`config.mk`:
```
export PLATFORM = sky130hd
export DESIGN_NAME = wca_fifo
export DESIGN_NICKNAME = d
export VERILOG_FILES = /design/src/sv/wca_pkg.sv /design/src/sv/wca_fifo.sv
export SDC_FILE = /design/constraint.sdc
export NUM_CORES = 1
export LEC_CHECK = 0
export BUFFER_PORTS_ARGS = -buffer_cell sky130_fd_sc_hd__clkbuf_2
export CAP_MARGIN = 20
export CORE_MARGIN = 8
export CORE_UTILIZATION = 51
export DETAILED_ROUTE_END_ITERATION = 12
export GPL_ROUTABILITY_DRIVEN = 0
export GPL_TIMING_DRIVEN = 0
export MAX_ROUTING_LAYER = met4
export PLACE_DENSITY = 0.78
export SYNTH_ARGS = -nofsm -noshare
export SYNTH_HDL_FRONTEND = slang
export SYNTH_SLANG_ARGS = --single-unit
```
`constraint.sdc`:
```
create_clock -name clk -period 2.1 [get_ports clk]
set_input_delay 0.21 -clock clk [delete_from_list [all_inputs] [get_ports clk]]
set_output_delay 0.21 -clock clk [all_outputs]
set_load 0.01 [all_outputs]
```
`src/sv/wca_pkg.sv`:
```
// wca_pkg: shared types, codes and constants for the window coverage accumulator.
// No dependencies; every other file of the block refers to it by scoped names.
package wca_pkg;

  // Field widths fixed by the interface
  localparam int DATA_W   = 32;
  localparam int SPAN_W   = 16;
  localparam int OFFSET_W = 12;
  localparam int OP_W     = 2;

  // Store depth: default and the largest supported value
  localparam int WINDOW_DEPTH_DEF = 4096;
  localparam int WINDOW_DEPTH_MAX = 1048576;

  // Command fields sized for the largest store
  localparam int CMD_ADDR_W = $clog2(WINDOW_DEPTH_MAX);
  localparam int CMD_CNT_W  = CMD_ADDR_W + 1;

  // Command queue between front and back
  localparam int FIFO_DEPTH = 4;
  localparam int FIFO_PTR_W = $clog2(FIFO_DEPTH);

  localparam logic [DATA_W-1:0] COUNT_MAX = '1;

  // Operation codes on the input channel
  localparam logic [OP_W-1:0] OP_ADD   = 2'd0;
  localparam logic [OP_W-1:0] OP_READ  = 2'd1;
  localparam logic [OP_W-1:0] OP_CLEAR = 2'd2;

  // Configuration register indexes and reset values
  localparam int CFG_INDEX_W = 1;
  localparam logic [CFG_INDEX_W-1:0] REG_WINDOW_START = 1'd0;
  localparam logic [CFG_INDEX_W-1:0] REG_WINDOW_END   = 1'd1;
  localparam logic [DATA_W-1:0] WINDOW_START_RST = 32'd0;
  localparam logic [DATA_W-1:0] WINDOW_END_RST   = 32'd4096;

  typedef enum logic [1:0] {
    CMD_ADD,
    CMD_READ,
    CMD_CLEAR
  } cmd_kind_t;

  // One classified request as it travels through the queue
  typedef struct packed {
    cmd_kind_t             kind;
    logic [CMD_ADDR_W-1:0] addr;     // first window offset (add) or read offset
    logic [CMD_CNT_W-1:0]  cnt;      // positions to walk (add)
    logic                  oob;      // read offset beyond the store
    logic                  first;    // read at offset zero
  } cmd_t;

  typedef enum logic [2:0] {
    BS_INIT,
    BS_IDLE,
    BS_ADD,
    BS_CLEAR,
    BS_RD_PREV,
    BS_RD_CUR,
    BS_RD_DONE
  } back_state_t;

endpackage

```
`src/sv/wca_fifo.sv`:
```
// wca_fifo: short command queue that decouples the front from the back.
// Depends on wca_pkg for the command type and queue depth.
module wca_fifo (
  input  logic          clk,
  input  logic          rst_n,
  input  logic          push,
  input  wca_pkg::cmd_t push_cmd,
  input  logic          pop,
  output wca_pkg::cmd_t head,
  output logic          full,
  output logic          empty
);

  localparam int PW = wca_pkg::FIFO_PTR_W;

  wca_pkg::cmd_t   entry_r [wca_pkg::FIFO_DEPTH];
  logic [PW-1:0]   wr_ptr_r;
  logic [PW-1:0]   rd_ptr_r;
  logic [PW:0]     count_r;

  assign full  = (count_r == (PW+1)'(wca_pkg::FIFO_DEPTH));
  assign empty = (count_r == '0);
  assign head  = entry_r[rd_ptr_r];

  // pointers and fill count
  always_ff @(posedge clk) begin
    if (!rst_n) begin
      wr_ptr_r <= '0;
      rd_ptr_r <= '0;
      count_r  <= '0;
    end else begin
      if (push) wr_ptr_r <= wr_ptr_r + 1'b1;
      if (pop)  rd_ptr_r <= rd_ptr_r + 1'b1;
      if (push && !pop)      count_r <= count_r + 1'b1;
      else if (pop && !push) count_r <= count_r - 1'b1;
    end
  end

  // storage
  always_ff @(posedge clk) begin
    if (push) entry_r[wr_ptr_r] <= push_cmd;
  end

endmodule

```
==> summary.md, run 1 <==
| Metric | Value |
|---|---|
| Final core utilization | `0.642` |
| Dpl ws | `350 ps` |
| IO Pins | `96` |
| Post-route setup TNS | `0 ps` |
| Initial antenna violation count | `0` |
| CTS tree | `built` |
| First-pass GRT wire length | `19500 µm` |
| Metal-1 WL | `5130 µm` |
| FF+latch count, synth | `189` |
| Sw power | `1.78 mW` |
| WS Path Type | `flip-flop to output port` |
| Placed Area | `7780 µm²` |
| Htree depth | `4` |
| N_diodes | `0` |
| CTS Buf Count | `17` |
| Design area | `8770 µm²` |
| Synth unique cells | `22` |
| Total GRT Usage | `0.152` |
| Worst Path Required | `1890 ps` |
| Overflow left after global routing | `0` |
| Largest net degree at the start of global routing | `30` |
| Hold Path Class | `input pin to flip-flop` |
| Tcrit/Tclk final | `0.958` |
| CP arrival | `1800 ps` |
| P_int | `6.63 mW` |
| Fmax | `497 MHz` |
| Die width | `133 µm` |
| CP Max Fanout | `10` |
| Pwr/cell area | `958 nW/µm²` |
| Metal2 WL | `6330 µm` |
| Mapped Area | `7000 µm²` |
| Wire per inst | `19.6 µm` |
| Max Used Layer | `met4` |
| Sequential group share of total power | `0.521` |
| DR WL met3 | `656 µm` |
| Routed Wire Length | `12300 µm` |
| Clk Latency, worst-skew pair | `420 ps` |
| Max-cap violations | `0` |
| Max Slew Vio Count | `0` |
| Area growth syn-to-layout | `25.3%` |
| Final Hold Viols | `0` |
| Share of layout cells above drive strength 1 | `0.404` |
| CTS Sinks | `189` |
| Ys Warns | `0` |
| DRT Pass-1 Iters | `4` |
| Core region area | `13700 µm²` |
| # nets final | `491` |
| Reg clk slew, reported paths | `60 ps` |
| Routed via count | `3297` |
| Via/cell ratio | `5.25` |
| Final setup vio count | `0` |
| Hold slack | `21.1 ps` |
| Switch share | `0.211` |
| Number of global-route vias before repair | `3676` |
| Die Y | `133 µm` |
| Mean Syn Cell Area | `25.2 µm²` |
| CTS Buffer Depth | `2` |
| Worst vdd ir | `0.544 mV` |
| DRC | `0` |
| Net count after synthesis | `333` |
| Relative slew slack | `0.639` |
| PnR worst setup slack | `87.7 ps` |
| Slew at the pin closest to its max-slew limit | `542 ps` |
| Final antenna-violating net count | `0` |
| IO buf count | `95` |
| Starting Density | `0.512` |
| Worst Skew | `8.07 ps` |
| Row cnt | `43` |
| Seq/Total Area, Yosys | `0.798` |
| CP Capture Type | `output port` |
| Status | `finished clean` |
| Clock Power Share | `0.370` |
| CP Launch Type | `flip-flop` |
| Root Driver | `clkbuf_16` |
| Crit path time final | `2010 ps` |
| Syn Inst Count | `278` |
| Postcts setup bufs | `0` |
| Die area | `17700 µm²` |
| Initial DRC count | `191` |
| RSZ-0062 raised after global routing | `false` |
| Leak | `3.06 nW` |
| Detailed placement HPWL | `7710 µm` |
| Logic pwr share | `0.109` |
[critical path: stages, from the launching register on]
cell	delay [ps]
dfxtp_1	330
buf_6	190
buf_12	170
mux4_2	530
clkbuf_2	150
[layout make-up]
class / instances / area, µm²
inverter: 4 / 15.0
timing repair buffer: 139 / 956
tap: 180 / 225
buffer: 10 / 126
multi-input combinational: 75 / 1290
sequential: 189 / 5590
clock buffer: 17 / 425
fill: 948 / 4890
clock inverter: 14 / 153
[power by group through the flow]
stage	registers [mW]	logic [mW]	clock network (mW)
floorplan	4.45	0.518	0
global placement	4.45	0.832	0
detailed placement	4.46	0.874	0
CTS	4.38	0.936	3.17
global route	4.39	0.993	3.33
finish	4.37	0.916	3.11
[through the flow]
| step | total power [mW] | std cells |
|---|---|---|
| global route | 8.72 | 628 |
| CTS | 8.49 | 627 |
| detailed placement | 5.33 | 557 |
| global placement | 5.29 | 553 |
| finish | 8.40 | 628 |
| floorplan | 4.96 | 278 |
[cells by family (layout without fill, tap and decap cells)]
family / count (synthesis) / count (layout) / share of synthesized area
buffers and inverters: 14 / 184 / 0.0188
adders and majority gates: 6 / 6 / 0.0118
AOI/OAI and AO/OA: 2 / 2 / 0.00179
DFF: 189 / 189 / 0.798
and+or+nand+nor: 15 / 15 / 0.0130
xor gates and xnor gates: 5 / 5 / 0.00626
muxes: 47 / 47 / 0.150
[Yosys cell counts]
master	count	share of area
inv_1	4	0.0021
nand2_1	1	0.00054
buf_12	4	0.011
dfxtp_1	9	0.026
and2_1	9	0.0080
ha_1	5	0.0089
nor3_1	1	0.00071
clkbuf_2	1	0.00071
buf_6	1	0.0016
o21ai_0	1	0.00071
mux4_1	5	0.019
a21boi_0	1	0.0011
xor2_1	3	0.0038
nor3b_1	1	0.0011
mux2i_1	2	0.0029
edfxtp_1	180	0.77
xnor2_1	2	0.0025
fa_1	1	0.0029
buf_2	4	0.0029
nor2b_1	2	0.0018
or3_1	1	0.00089
mux4_2	40	0.13
[per-layer routing]
metal	GRT usage	up-vias
met3	0.0497	16
met5	-	-
met1	0.171	1694
met2	0.248	97
li1	-	1490
met4	0.0611	0
[cell usage in the layout (no fill, tap or decap), types with 2 or more instances in the layout]
master and instances:
clkinv_1 3, buf_12 8, and2_2 4, xnor2_1 2, clkinvlp_4 3, clkbuf_4 4, clkinv_2 4, mux4_1 5
nor2b_1 2, mux2i_1 2, inv_1 4, dfxtp_1 9, clkbuf_16 17, mux4_2 40, bufinv_16 3, ha_1 5
edfxtp_1 180, xor2_1 3, dlygate4sd3_1 40, clkbuf_2 96, and2_1 5
[registers in the layout, indices dropped and copies added, names as in the netlist, named ones only]
signal    flops
entry_r     180
count_r       3
rd_ptr_r      2
wr_ptr_r      2
[repair_timing]
item                       in CTS  in global routing
hold buffers                   39                  1
hold endpoints to repair      153                  4
resized for setup               0                  4
setup endpoints to repair       0                 16
[final timing paths]
check / startpoint / to / slack, ps / depth (start not counted)
min: push_cmd[23] / entry_r[1][23] / 20 / 1
min reg2reg: count_r[2] / count_r[2] / 530 / 2
max: flip-flop / head[2] / 90 / 4
max reg2reg: wr_ptr_r[0] / entry_r[2][30] / 390 / 4
Power figures use the tool's default switching activity.
==> run 2, diff against run 1 <==
- CELL_PAD_IN_SITES_DETAIL_PLACEMENT: default -> 1
- CELL_PAD_IN_SITES_GLOBAL_PLACEMENT: default -> 2
- CORE_UTILIZATION: 51 -> 40
- PLACE_DENSITY: 0.78 -> 0.77
==> summary.md, run 2 (synthesis gave the netlist of run 1 again) <==
| Metric | Value |
|---|---|
| Status | `finished clean` |
| Placed insts | `602` |
| Number of global-route vias before repair | `3714` |
| Hold Crit Depth | `1` |
| PnR worst setup slack | `90.4 ps` |
| Core region area | `17200 µm²` |
| CP Launch Type | `flip-flop` |
| Routed via count | `3182` |
| Initial DRC count | `125` |
| IO buf count | `95` |
| Overflow left after global routing | `0` |
| CTS Buffer Depth | `2` |
| Reg2reg start | `wr_ptr_r[0]` |
| Worst Skew | `7.39 ps` |
| Final Hold Viols | `0` |
| # nets final | `470` |
| R2R cell count | `3` |
| Reg2reg end | `entry_r[3][30]` |
| Most common cell after layout, fill and taps aside | `edfxtp_1` |
| CP Capture Type | `output port` |
| Htree depth | `4` |
| First-pass GRT wire length | `20700 µm` |
| Worst vdd ir | `0.570 mV` |
| DRT Pass-1 Iters | `4` |
| Reg clk slew, reported paths | `70 ps` |
| Crit path time final | `2010 ps` |
| Worst Path Required | `1890 ps` |
| Slew at the pin closest to its max-slew limit | `647 ps` |
| CTS Sinks | `189` |
| Hold Path Class | `input pin to flip-flop` |
| Layout fillers | `1575` |
| Max Slew Vio Count | `0` |
| CP Max Fanout | `10` |
| Dpl ws | `272 ps` |
| Total GRT Usage | `0.129` |
| IO Pins | `96` |
| Tcrit/Tclk final | `0.957` |
| Fmax | `498 MHz` |
| DRC | `0` |
| Hold path endpoint | `entry_r[2][44]` |
| WS Path Type | `flip-flop to output port` |
| Post-route setup TNS | `0 ps` |
| CP arrival | `1800 ps` |
| Initial antenna violation count | `1` |
| Relative slew slack | `0.569` |
| Area growth syn-to-layout | `23.5%` |
| Clk Latency, worst-skew pair | `420 ps` |
| Die Y | `148 µm` |
| Final Non-Filler Cells | `653` |
| R2R Setup Slk | `370 ps` |
| Via/cell ratio | `4.87` |
| Share of layout cells above drive strength 1 | `0.426` |
| Max reg flops | `180` |
| Detailed placement HPWL | `8510 µm` |
| Wire per inst | `20.0 µm` |
| Starting Density | `0.407` |
| Largest net degree at the start of global routing | `27` |
| Root Driver | `clkbuf_16` |
| Row cnt | `48` |
| Biggest regs | `entry_r x180, count_r x3` |
| Die area | `22000 µm²` |
| RSZ-0062 raised after global routing | `false` |
| Routed Wire Length | `13100 µm` |
| Pwr/cell area | `983 nW/µm²` |
| Max-cap violations | `0` |
| Most frequent cells in the layout | `edfxtp_1, clkbuf_2, mux4_2` |
| Final antenna-violating net count | `0` |
| Final setup vio count | `0` |
| CTS tree | `built` |
| Hold Path Origin | `push_cmd[44]` |
| Leak | `2.99 nW` |
| Largest Register | `entry_r` |
| Die width | `148 µm` |
| Postcts setup bufs | `0` |
| CTS Buf Count | `17` |
run 2: cell types whose count changed in the layout (fill, tap and decap cells not counted), sizes merged:
| cell | delta |
|---|---|
| clkinvlp | -2 |
| inv | +3 |
| clkbuf | -2 |
| diode | +1 |
| clkinv | -2 |
| buf | +3 |
| dlygate4sd3 | -21 |
run 2: worst max path at each step:
stage | slack [ps] | cells past startpoint | to | from
finish | 90 | 4 | head[28] | flip-flop
global route | 3 | 4 | head[28] | flip-flop
floorplan | 70 | 3 | entry_r[2][0] | wr_ptr_r[0]
detailed placement | 270 | 7 | count_r[2] | push
global placement | -880 | 3 | entry_r[0][11] | wr_ptr_r[0]
CTS | -20 | 4 | head[32] | flip-flop
run 2: layout make-up:
type | count | area [µm²] | area share
Tap cell | 225 | 282 | 0.0326
Multi-Input combinational cell | 75 | 1290 | 0.149
Sequential cell | 189 | 5590 | 0.646
Clock buffer | 18 | 429 | 0.0497
Antenna cell | 1 | 2.50 | 0.000290
Clock inverter | 13 | 165 | 0.0191
Inverter | 4 | 15.0 | 0.00174
Timing Repair Buffer | 118 | 746 | 0.0863
Buffer | 10 | 130 | 0.0151
run 2: critical path, stage by stage (launching register included):
cell and delay [ps]:
dfxtp_1 340, buf_8 180, buf_12 170, mux4_2 540
clkbuf_2 150
run 2: power by group:
part	switching [mW]	internal, mW	leakage, nW
sequential	0.0502	4.32	1.73
combinational	0.456	0.439	0.970
clock	1.35	1.88	0.291
run 2: timing repair:
| item | in CTS | in global routing |
|---|---|---|
| hold endpoints to repair | 60 | 4 |
| cloned | 0 | 0 |
| hold buffers | 18 | 1 |
| endpoints found under the setup margin | 11 | 21 |
| resized for setup | 2 | 4 |
run 2: stage by stage:
step / util / area, µm² / hold WS [ps] / total power [mW]
3_3_place_gp: 0.452 / 7760 / 423 / 5.30
2_1_floorplan: - / 7000 / 309 / 4.96
6_report: 0.503 / 8640 / 14.7 / 8.50
5_1_grt: 0.503 / 8640 / 0.379 / 8.80
4_1_cts: 0.502 / 8620 / 0.232 / 8.61
3_5_place_dp: 0.457 / 7840 / 433 / 5.35
run 2: per-layer routing:
layer	global-route usage	wire length, µm	vias up	share of wire
li1	-	-	1440	-
met1	0.148	5650	1666	0.43
met2	0.214	6740	64	0.51
met3	0.0392	554	12	0.042
met4	0.0444	152	0	0.012
met5	-	0	-	0
