### src/sv/wca_pkg.sv
// wca_pkg: shared types, codes and constants for the window coverage accumulator.
// No dependencies; every other file of the block refers to it by scoped names.
package wca_pkg;

  // Field widths fixed by the interface
  localparam int DATA_W   = 32;
  localparam int SPAN_W   = 16;
  localparam int OFFSET_W = 12;
  localparam int OP_W     = 2;

  // Store depth: default and the largest supported value
  localparam int WINDOW_DEPTH_DEF = 4096;
  localparam int WINDOW_DEPTH_MAX = 1048576;

  // Command fields sized for the largest store
  localparam int CMD_ADDR_W = $clog2(WINDOW_DEPTH_MAX);
  localparam int CMD_CNT_W  = CMD_ADDR_W + 1;

  // Command queue between front and back
  localparam int FIFO_DEPTH = 4;
  localparam int FIFO_PTR_W = $clog2(FIFO_DEPTH);

  localparam logic [DATA_W-1:0] COUNT_MAX = '1;

  // Operation codes on the input channel
  localparam logic [OP_W-1:0] OP_ADD   = 2'd0;
  localparam logic [OP_W-1:0] OP_READ  = 2'd1;
  localparam logic [OP_W-1:0] OP_CLEAR = 2'd2;

  // Configuration register indexes and reset values
  localparam int CFG_INDEX_W = 1;
  localparam logic [CFG_INDEX_W-1:0] REG_WINDOW_START = 1'd0;
  localparam logic [CFG_INDEX_W-1:0] REG_WINDOW_END   = 1'd1;
  localparam logic [DATA_W-1:0] WINDOW_START_RST = 32'd0;
  localparam logic [DATA_W-1:0] WINDOW_END_RST   = 32'd4096;

  typedef enum logic [1:0] {
    CMD_ADD,
    CMD_READ,
    CMD_CLEAR
  } cmd_kind_t;

  // One classified request as it travels through the queue
  typedef struct packed {
    cmd_kind_t             kind;
    logic [CMD_ADDR_W-1:0] addr;     // first window offset (add) or read offset
    logic [CMD_CNT_W-1:0]  cnt;      // positions to walk (add)
    logic                  oob;      // read offset beyond the store
    logic                  first;    // read at offset zero
  } cmd_t;

  typedef enum logic [2:0] {
    BS_INIT,
    BS_IDLE,
    BS_ADD,
    BS_CLEAR,
    BS_RD_PREV,
    BS_RD_CUR,
    BS_RD_DONE
  } back_state_t;

endpackage

### src/sv/wca_front.sv
// wca_front: accepts requests, holds the window registers and clips add intervals.
// Depends on wca_pkg; pushes classified commands into wca_fifo.
module wca_front #(
  parameter int WINDOW_DEPTH = wca_pkg::WINDOW_DEPTH_DEF
) (
  input  logic                               clk,
  input  logic                               rst_n,
  input  logic                               in_valid,
  output logic                               in_ready,
  input  logic [wca_pkg::OP_W-1:0]           in_operation,
  input  logic [wca_pkg::DATA_W-1:0]         in_align_start,
  input  logic [wca_pkg::SPAN_W-1:0]         in_ref_span,
  input  logic                               in_qc_fail,
  input  logic [wca_pkg::OFFSET_W-1:0]       in_read_offset,
  input  logic                               cfg_we,
  input  logic [wca_pkg::CFG_INDEX_W-1:0]    cfg_index,
  input  logic [wca_pkg::DATA_W-1:0]         cfg_wdata,
  input  logic                               init_busy,
  input  logic                               fifo_full,
  output logic                               push,
  output wca_pkg::cmd_t                      push_cmd
);

  localparam int DW = wca_pkg::DATA_W;
  localparam logic [DW:0] DEPTH_W = (DW+1)'(WINDOW_DEPTH);

  logic [DW-1:0] window_start_r;
  logic [DW-1:0] window_end_r;

  // stage A: captured request
  logic                        a_v_r;
  wca_pkg::cmd_kind_t          a_kind_r;
  logic [DW-1:0]               a_first_r;
  logic [DW:0]                 a_last_r;
  logic [DW:0]                 a_diff_r;
  logic [DW-1:0]               a_ws_r;
  logic [wca_pkg::OFFSET_W-1:0] a_off_r;

  // stage B: window length applied
  logic                        b_v_r;
  wca_pkg::cmd_kind_t          b_kind_r;
  logic [DW-1:0]               b_lo_r;
  logic [DW:0]                 b_last_r;
  logic [DW:0]                 b_wend_r;
  logic [DW-1:0]               b_ws_r;
  logic [wca_pkg::OFFSET_W-1:0] b_off_r;

  logic                        adv;
  logic                        in_acc;
  logic                        keep;
  wca_pkg::cmd_kind_t          kind_in;
  logic [DW:0]                 len;
  logic [DW:0]                 hi;
  logic                        hit;
  logic [DW-1:0]               start_off;
  logic [DW:0]                 cnt;

  // window registers
  always_ff @(posedge clk) begin
    if (!rst_n) begin
      window_start_r <= wca_pkg::WINDOW_START_RST;
      window_end_r   <= wca_pkg::WINDOW_END_RST;
    end else if (cfg_we) begin
      if (cfg_index == wca_pkg::REG_WINDOW_START) window_start_r <= cfg_wdata;
      if (cfg_index == wca_pkg::REG_WINDOW_END)   window_end_r   <= cfg_wdata;
    end
  end

  // the whole front moves when the queue has room
  assign adv      = !fifo_full;
  assign in_ready = adv && !init_busy;
  assign in_acc   = in_valid && in_ready;

  // classify; failed adds and the unused code are dropped here
  always_comb begin
    kind_in = wca_pkg::CMD_ADD;
    keep    = 1'b0;
    unique case (in_operation)
      wca_pkg::OP_ADD: begin
        kind_in = wca_pkg::CMD_ADD;
        keep    = !in_qc_fail;
      end
      wca_pkg::OP_READ: begin
        kind_in = wca_pkg::CMD_READ;
        keep    = 1'b1;
      end
      wca_pkg::OP_CLEAR: begin
        kind_in = wca_pkg::CMD_CLEAR;
        keep    = 1'b1;
      end
      default: begin
        kind_in = wca_pkg::CMD_ADD;
        keep    = 1'b0;
      end
    endcase
  end

  // stage valids
  always_ff @(posedge clk) begin
    if (!rst_n) begin
      a_v_r <= 1'b0;
      b_v_r <= 1'b0;
    end else if (adv) begin
      a_v_r <= in_acc && keep;
      b_v_r <= a_v_r;
    end
  end

  // stage A payload: interval end and raw window length
  always_ff @(posedge clk) begin
    if (adv) begin
      a_kind_r  <= kind_in;
      a_first_r <= in_align_start;
      a_last_r  <= {1'b0, in_align_start} + (DW+1)'(in_ref_span);
      a_diff_r  <= {1'b0, window_end_r} - {1'b0, window_start_r};
      a_ws_r    <= window_start_r;
      a_off_r   <= in_read_offset;
    end
  end

  // window length: zero when empty, capped at the store depth
  always_comb begin
    if (a_diff_r[DW])          len = '0;
    else if (a_diff_r > DEPTH_W) len = DEPTH_W;
    else                       len = a_diff_r;
  end

  // stage B payload: window end and clipped interval start
  always_ff @(posedge clk) begin
    if (adv) begin
      b_kind_r <= a_kind_r;
      b_lo_r   <= (a_first_r < a_ws_r) ? a_ws_r : a_first_r;
      b_last_r <= a_last_r;
      b_wend_r <= {1'b0, a_ws_r} + len;
      b_ws_r   <= a_ws_r;
      b_off_r  <= a_off_r;
    end
  end

  // clip the end, drop intervals with nothing inside the window
  assign hi        = (b_last_r < b_wend_r) ? b_last_r : b_wend_r;
  assign hit       = ({1'b0, b_lo_r} < hi);
  assign start_off = b_lo_r - b_ws_r;
  assign cnt       = hi - {1'b0, b_lo_r};

  assign push = b_v_r && adv && ((b_kind_r != wca_pkg::CMD_ADD) || hit);

  always_comb begin
    push_cmd       = '0;
    push_cmd.kind  = b_kind_r;
    push_cmd.oob   = ((DW+1)'(b_off_r) >= DEPTH_W);
    push_cmd.first = (b_off_r == '0);
    if (b_kind_r == wca_pkg::CMD_ADD) begin
      push_cmd.addr = start_off[wca_pkg::CMD_ADDR_W-1:0];
      push_cmd.cnt  = cnt[wca_pkg::CMD_CNT_W-1:0];
    end else begin
      push_cmd.addr = wca_pkg::CMD_ADDR_W'(b_off_r);
    end
  end

endmodule

### config.mk
export PLATFORM = sky130hd
export DESIGN_NAME = wca_front
export DESIGN_NICKNAME = d
export VERILOG_FILES = /design/src/sv/wca_pkg.sv /design/src/sv/wca_front.sv
export SDC_FILE = /design/constraint.sdc
export NUM_CORES = 1
export LEC_CHECK = 0
export BUFFER_PORTS_ARGS = -buffer_cell sky130_fd_sc_hd__buf_2
export CORE_MARGIN = 10
export CORE_UTILIZATION = 30
export CTS_CLUSTER_SIZE = 24
export DETAILED_ROUTE_END_ITERATION = 10
export SKIP_CTS_REPAIR_TIMING = 1
export SYNTH_ARGS = -nofsm -noshare
export SYNTH_HDL_FRONTEND = slang
export SYNTH_SLANG_ARGS = --single-unit
### constraint.sdc
create_clock -name clk -period 18.5 [get_ports clk]
set_clock_uncertainty 0.2 [all_clocks]
set_input_delay 2.775 -clock clk [delete_from_list [all_inputs] [get_ports clk]]
set_output_delay 2.775 -clock clk [all_outputs]
set_load 0.1 [all_outputs]
==> impl_metrics.env, run 1 <==
export IMPL_ios=149
export IMPL_crit_path_end_kind="primary output"
export IMPL_cts_sinks=342
export IMPL_hold_viol=0
export IMPL_slew_headroom=0.220
export IMPL_avgSynthCellArea_um2=10.7
export IMPL_p_clk_frac=0.321
export IMPL_fin_nets=2389
export IMPL_mostFrequentLayoutCell="edfxtp_1"
export IMPL_clk_latency_ps=550
export IMPL_cpMaxStageDelayCell="a2111oi_0"
export IMPL_rows=95
export IMPL_final_period_utilization=0.518
export IMPL_yosysSeqAreaShare=0.474
export IMPL_power_density_mw_per_mm2=99.7
export IMPL_slowest_delay_ps=790
export IMPL_timing_fmax_mhz=104
export IMPL_cts_tree="yes"
export IMPL_arrival_ps=6620
export IMPL_route_detailed_drc=0
export IMPL_rsz0062_at_grt="no"
export IMPL_drt_pre_antenna_iters=7
export IMPL_synthCells=1890
export IMPL_crit_family="compound AO/OA/AOI/OAI gates"
export IMPL_synth_edff_count=276
export IMPL_worstMarginPinSlew_ps=1170
export IMPL_p_int_uw=1580
export IMPL_fin_ws_ps=8910
export IMPL_ys_flop_type="edfxtp_1"
export IMPL_clockRootBuffer="clkbuf_16"
export IMPL_setup_tns_ps=0
export IMPL_period_minus_slack_ps=9590
export IMPL_hpwl_um=39700
export IMPL_hp_class="reg2reg"
export IMPL_netlist_area_mm2=0.0203
export IMPL_path_cells="ha_1 > nand4_1 > nor4_1 > a221oi_1 > o21ai_0 > a31o_2 > buf_4 > mux2_2 > ha_1 > o21ai_0 > inv_1 > o21ai_0 > a2111oi_0 > o31ai_1 > o2111ai_1 > o22ai_1 > xnor2_1 > and2_1 > buf_2"
export IMPL_hp_start="a_off_r[7]"
export IMPL_first_global_vias=14700
export IMPL_globalplace_congestion=0.878
export IMPL_use_met3=0.0277
export IMPL_synthArstFlopShare=0
export IMPL_initialDrtViolationCount=919
export IMPL_overflow=0
export IMPL_grt_busiest_layer="met2"
export IMPL_clk_pin_slew_ps=60
export IMPL_final_cell_mix="276 x edfxtp_1, 218 x ha_1, 195 x inv_1"
export IMPL_antenna_found_initial=14
export IMPL_chipWidth_um=280
export IMPL_numCtsBuffers=38
export IMPL_yosysWarningCount=0
export IMPL_combPwrFrac=0.264
export IMPL_layout_drive_gt1_share=0.142
export IMPL_irDropWorstVdd_mv=0.0538
export IMPL_h_tree_depth=2
export IMPL_drt_wl_total_um=49700
export IMPL_wl_per_cell_um=16.7
export IMPL_ys_ff_latch=342
export IMPL_start_util=0.302
export IMPL_switching_share=0.321
export IMPL_dp_slack_ps=9520
export IMPL_use_met2=0.212
export IMPL_p_switching_uw=745
export IMPL_grt_start_max_net_pins=119
export IMPL_critPathMaxFanout=23
export IMPL_r2r_start="a_diff_r[0]"
export IMPL_track_usage=0.125
export IMPL_finalSetupViolCount=0
export IMPL_max_cap_violations=0
export IMPL_met1_usage=0.153
export IMPL_status="completed"
export IMPL_critPathLaunch="b_last_r[28]"
export IMPL_path_buf_inv=3
export IMPL_clk_path_buf_depth=3
export IMPL_grt_pass1_wl_um=78700
export IMPL_synth_distinct_cells=70
export IMPL_critPathKind="reg2out"
export IMPL_die_h_um=280
export IMPL_num_fill_cells=6714
export IMPL_area_growth_pct=15.1
export IMPL_via_count=14200
export IMPL_cpMostUsedCell="o21ai_0"
export IMPL_pwr_share_seq=0.414
export IMPL_cp_required_ps=15530
export IMPL_port_buffers=147
export IMPL_die_area_mm2=0.0783
export IMPL_core_area_mm2=0.0670
export IMPL_maxSlewViolCount=0
export IMPL_ant_nets=0
export IMPL_cellLeakagePower_uw=0.00976
export IMPL_vias_per_cell=4.79
export IMPL_cp_start_kind="register"
==> worst reg2reg max path, stage by stage (launching register included) <==
cell and delay [ps]:
edfxtp_1 390, nor4_1 470, a31oi_1 160, nor3_1 710, and2_1 230, ha_1 200
inv_1 70, fa_1 400, nor2b_1 170, o31a_1 220, o21ai_1 210, o211ai_2 320
a21oi_1 180, o31ai_1 280, a21oi_1 150, o21a_1 230, xnor2_1 120
==> power by group through the flow <==
stage | registers [uW] | clock network (uW) | logic (uW)
floorplan | 966 | 0 | 477
global placement | 978 | 0 | 601
detailed placement | 980 | 0 | 614
CTS | 964 | 769 | 617
global route | 971 | 800 | 679
finish | 963 | 747 | 615
==> synth_stat cells (51+ instances only) <==
library cell / number / area [um^2]
ha_1: 218 / 2730
xnor2_1: 70 / 613
dfxtp_1: 66 / 1320
inv_1: 196 / 736
a21o_1: 52 / 390
mux2_2: 51 / 574
o21ai_0: 72 / 360
a21boi_0: 68 / 510
nor2_1: 90 / 338
edfxtp_1: 276 / 8290
a21oi_1: 106 / 531
nand2_1: 191 / 717
==> routing by layer <==
metal  part of all wire  wire length [um]  vias up
li1                   -                 -     7113
met1               0.44             21900     6674
met2               0.47             23500      303
met3              0.053              2650      108
met4              0.032              1580       20
met5             0.0028               138        -
==> registers in the layout, summed over array words and instances (netlist names) <==
name            count
a_ws_r             32
b_lo_r             32
a_last_r           33
a_first_r          32
window_start_r     32
a_diff_r           33
b_off_r            12
b_v_r               1
a_v_r               1
a_off_r            12
b_last_r           33
b_wend_r           33
b_kind_r            2
a_kind_r            2
b_ws_r             20
window_end_r       32
==> layout make-up <==
cell class / instances / area [um^2] / share of cell area
Timing Repair Buffer: 155 / 796 / 0.0341
Inverter: 196 / 743 / 0.0319
Tap cell: 873 / 1090 / 0.0468
Multi-Input combinational cell: 1331 / 9840 / 0.422
Clock inverter: 19 / 165 / 0.00708
Antenna cell: 4 / 10.0 / 0.000429
Sequential cell: 342 / 9610 / 0.412
Clock buffer: 49 / 1070 / 0.0457
==> worst paths after layout <==
path / cells after the start / slack, ps / endpoint
min reg2reg: 0 / 220 / b_off_r[7]
max reg2reg: 16 / 13560 / b_wend_r[30]
min: 0 / 220 / b_off_r[7]
max: 19 / 8910 / push_cmd[21]
==> metrics by stage <==
stage	area, um^2	hold WS, ps	utilization	total power, uW	cells
after floorplan	20300	200	-	1440	1909
after global placement	22100	203	0.329	1580	2897
after detailed placement	22100	205	0.329	1590	2897
after CTS	23300	220	0.348	2350	2965
after global routing	23300	225	0.348	2450	2965
final	23300	219	0.348	2320	2969
==> logic make-up after synthesis <==
kind of cell,count (synthesis),share of synthesized area
XOR/XNOR,107,0.0463
buffers and inverters,236,0.0442
other,1,0.000185
adder cells (fa/ha/maj),223,0.140
flip-flops,342,0.474
AND/OR/NAND/NOR,474,0.109
multiplexers,67,0.0362
AO/OA/AOI/OAI,440,0.150
(Power assumes the default switching activity.)
==> inputs of run 2 (changes only) <==
==> constraint.sdc (replaced) <==
create_clock -name clk -period 9.9 [get_ports clk]
set_clock_uncertainty 0.2 [all_clocks]
set_input_delay 1.485 -clock clk [delete_from_list [all_inputs] [get_ports clk]]
set_output_delay 1.485 -clock clk [all_outputs]
set_load 0.1 [all_outputs]
==> impl_metrics.env, run 2 (synthesized netlist as in run 1, its figures left out) <==
export IMPL_drt_wl_total_um=49200
export IMPL_power_density_mw_per_mm2=185
export IMPL_clk_latency_ps=560
export IMPL_die_h_um=280
export IMPL_cp_required_ps=8220
export IMPL_timing_fmax_mhz=119
export IMPL_period_minus_slack_ps=8400
export IMPL_drt_pre_antenna_iters=5
export IMPL_rows=95
export IMPL_hp_class="reg2reg"
export IMPL_hpwl_um=39300
export IMPL_num_fill_cells=6718
export IMPL_initialDrtViolationCount=905
export IMPL_rsz0062_at_grt="no"
export IMPL_wl_per_cell_um=16.6
export IMPL_area_growth_pct=14.9
export IMPL_arrival_ps=6710
export IMPL_start_util=0.302
export IMPL_port_buffers=147
export IMPL_final_cell_mix="276 x edfxtp_1, 218 x ha_1, 195 x inv_1"
export IMPL_setup_tns_ps=0
export IMPL_r2r_start="a_diff_r[0]"
export IMPL_maxSlewViolCount=0
export IMPL_critPathMaxFanout=24
export IMPL_cellLeakagePower_uw=0.00974
export IMPL_hold_viol=0
export IMPL_slew_headroom=0.240
export IMPL_clockRootBuffer="clkbuf_16"
export IMPL_final_period_utilization=0.848
export IMPL_max_cap_violations=0
export IMPL_cts_sinks=342
export IMPL_h_tree_depth=2
export IMPL_final_core_util=0.347
export IMPL_finalSetupViolCount=0
export IMPL_worstMarginPinSlew_ps=1140
export IMPL_grt_pass1_wl_um=77300
export IMPL_overflow=0
export IMPL_mostFrequentLayoutCell="edfxtp_1"
export IMPL_track_usage=0.123
export IMPL_die_area_mm2=0.0783
export IMPL_cp_start_kind="register"
export IMPL_clk_path_buf_depth=3
export IMPL_first_global_vias=14400
export IMPL_via_count=14100
export IMPL_antenna_found_initial=11
export IMPL_cts_tree="yes"
export IMPL_r2r_slack_ps=4820
export IMPL_critPathKind="reg2out"
export IMPL_min_path_cells=0
export IMPL_globalplace_congestion=0.883
export IMPL_irDropWorstVdd_mv=0.0951
export IMPL_ios=149
export IMPL_clk_pin_slew_ps=60
export IMPL_vias_per_cell=4.76
export IMPL_reg2reg_depth=16
export IMPL_layout_drive_gt1_share=0.142
export IMPL_route_detailed_drc=0
export IMPL_chipWidth_um=280
export IMPL_status="completed"
export IMPL_crit_path_end_kind="primary output"
export IMPL_numCtsBuffers=37
export IMPL_hold_end="b_kind_r[0]"
export IMPL_rr_endpoint="b_wend_r[30]"
export IMPL_ant_nets=0
export IMPL_grt_start_max_net_pins=119
export IMPL_core_area_mm2=0.0670
export IMPL_hp_start="a_kind_r[0]"
export IMPL_fin_nets=2388
==> run 2: changes by cell type in the layout (fill, tap and decap cells not counted), sizes merged <==
cell and change:
inv -3, bufinv +1, clkinvlp -1, clkinv +5, clkbuf -5, diode -2
==> run 2: stage by stage <==
stage	hold WS (ps)	setup WS [ps]	std cells	power, uW	area [um^2]
final	215	1500	2964	4320	23300
after global routing	228	989	2962	4540	23300
after CTS	214	1420	2962	4360	23300
after detailed placement	205	2040	2897	2970	22100
after global placement	202	2090	2897	2950	22100
after floorplan	200	2280	1909	2700	20300
==> run 2: worst max path at each step <==
stage / from / to / slack, ps / depth (start not counted)
2_1_floorplan: fifo_full / a_diff_r[0] / 2280 / 1
3_3_place_gp: b_last_r[31] / push_cmd[21] / 2090 / 18
3_5_place_dp: b_last_r[28] / push_cmd[21] / 2040 / 18
4_1_cts: b_last_r[32] / push_cmd[21] / 1420 / 18
5_1_grt: b_last_r[31] / push_cmd[21] / 990 / 18
6_report: b_last_r[32] / push_cmd[21] / 1500 / 18
==> run 2: power by group <==
group          internal, uW  total [uW]  switching (uW)
Combinational           412        1150             737
Sequential             1720        1800            76.9
Clock                   786        1370             584
Total                  2920        4320            1400
==> run 2: area by class of cell <==
class	instances	area, um^2	share of cell area
multi-input cells	1331	9840	0.423
clock inverters	21	219	0.00941
repair buffers	155	796	0.0342
diodes	2	5.00	0.000215
inverters	196	743	0.0319
well taps	873	1090	0.0469
clock buffers	44	972	0.0418
flip-flops and latches	342	9610	0.413
==> run 2: routing by layer <==
layer / routed length (um) / GRT usage
met5: 115 / 0
met4: 1720 / 0.0488
met3: 2420 / 0.0261
met2: 22800 / 0.206
met1: 22200 / 0.152
==> run 2: worst max-delay path, cell delays in order, from the launching register on <==
cell and delay (ps):
edfxtp_1 410, ha_1 320, nand4_1 140, nor4_1 800, a221oi_1 190, o21ai_0 270
a31o_2 630, mux2_2 420, ha_1 290, nor2b_1 140, o21a_1 150, o21ai_1 140
a2111oi_0 710, o31ai_1 290, o2111ai_1 390, o22ai_1 170, xnor2_1 140, and2_1 130
buf_2 430
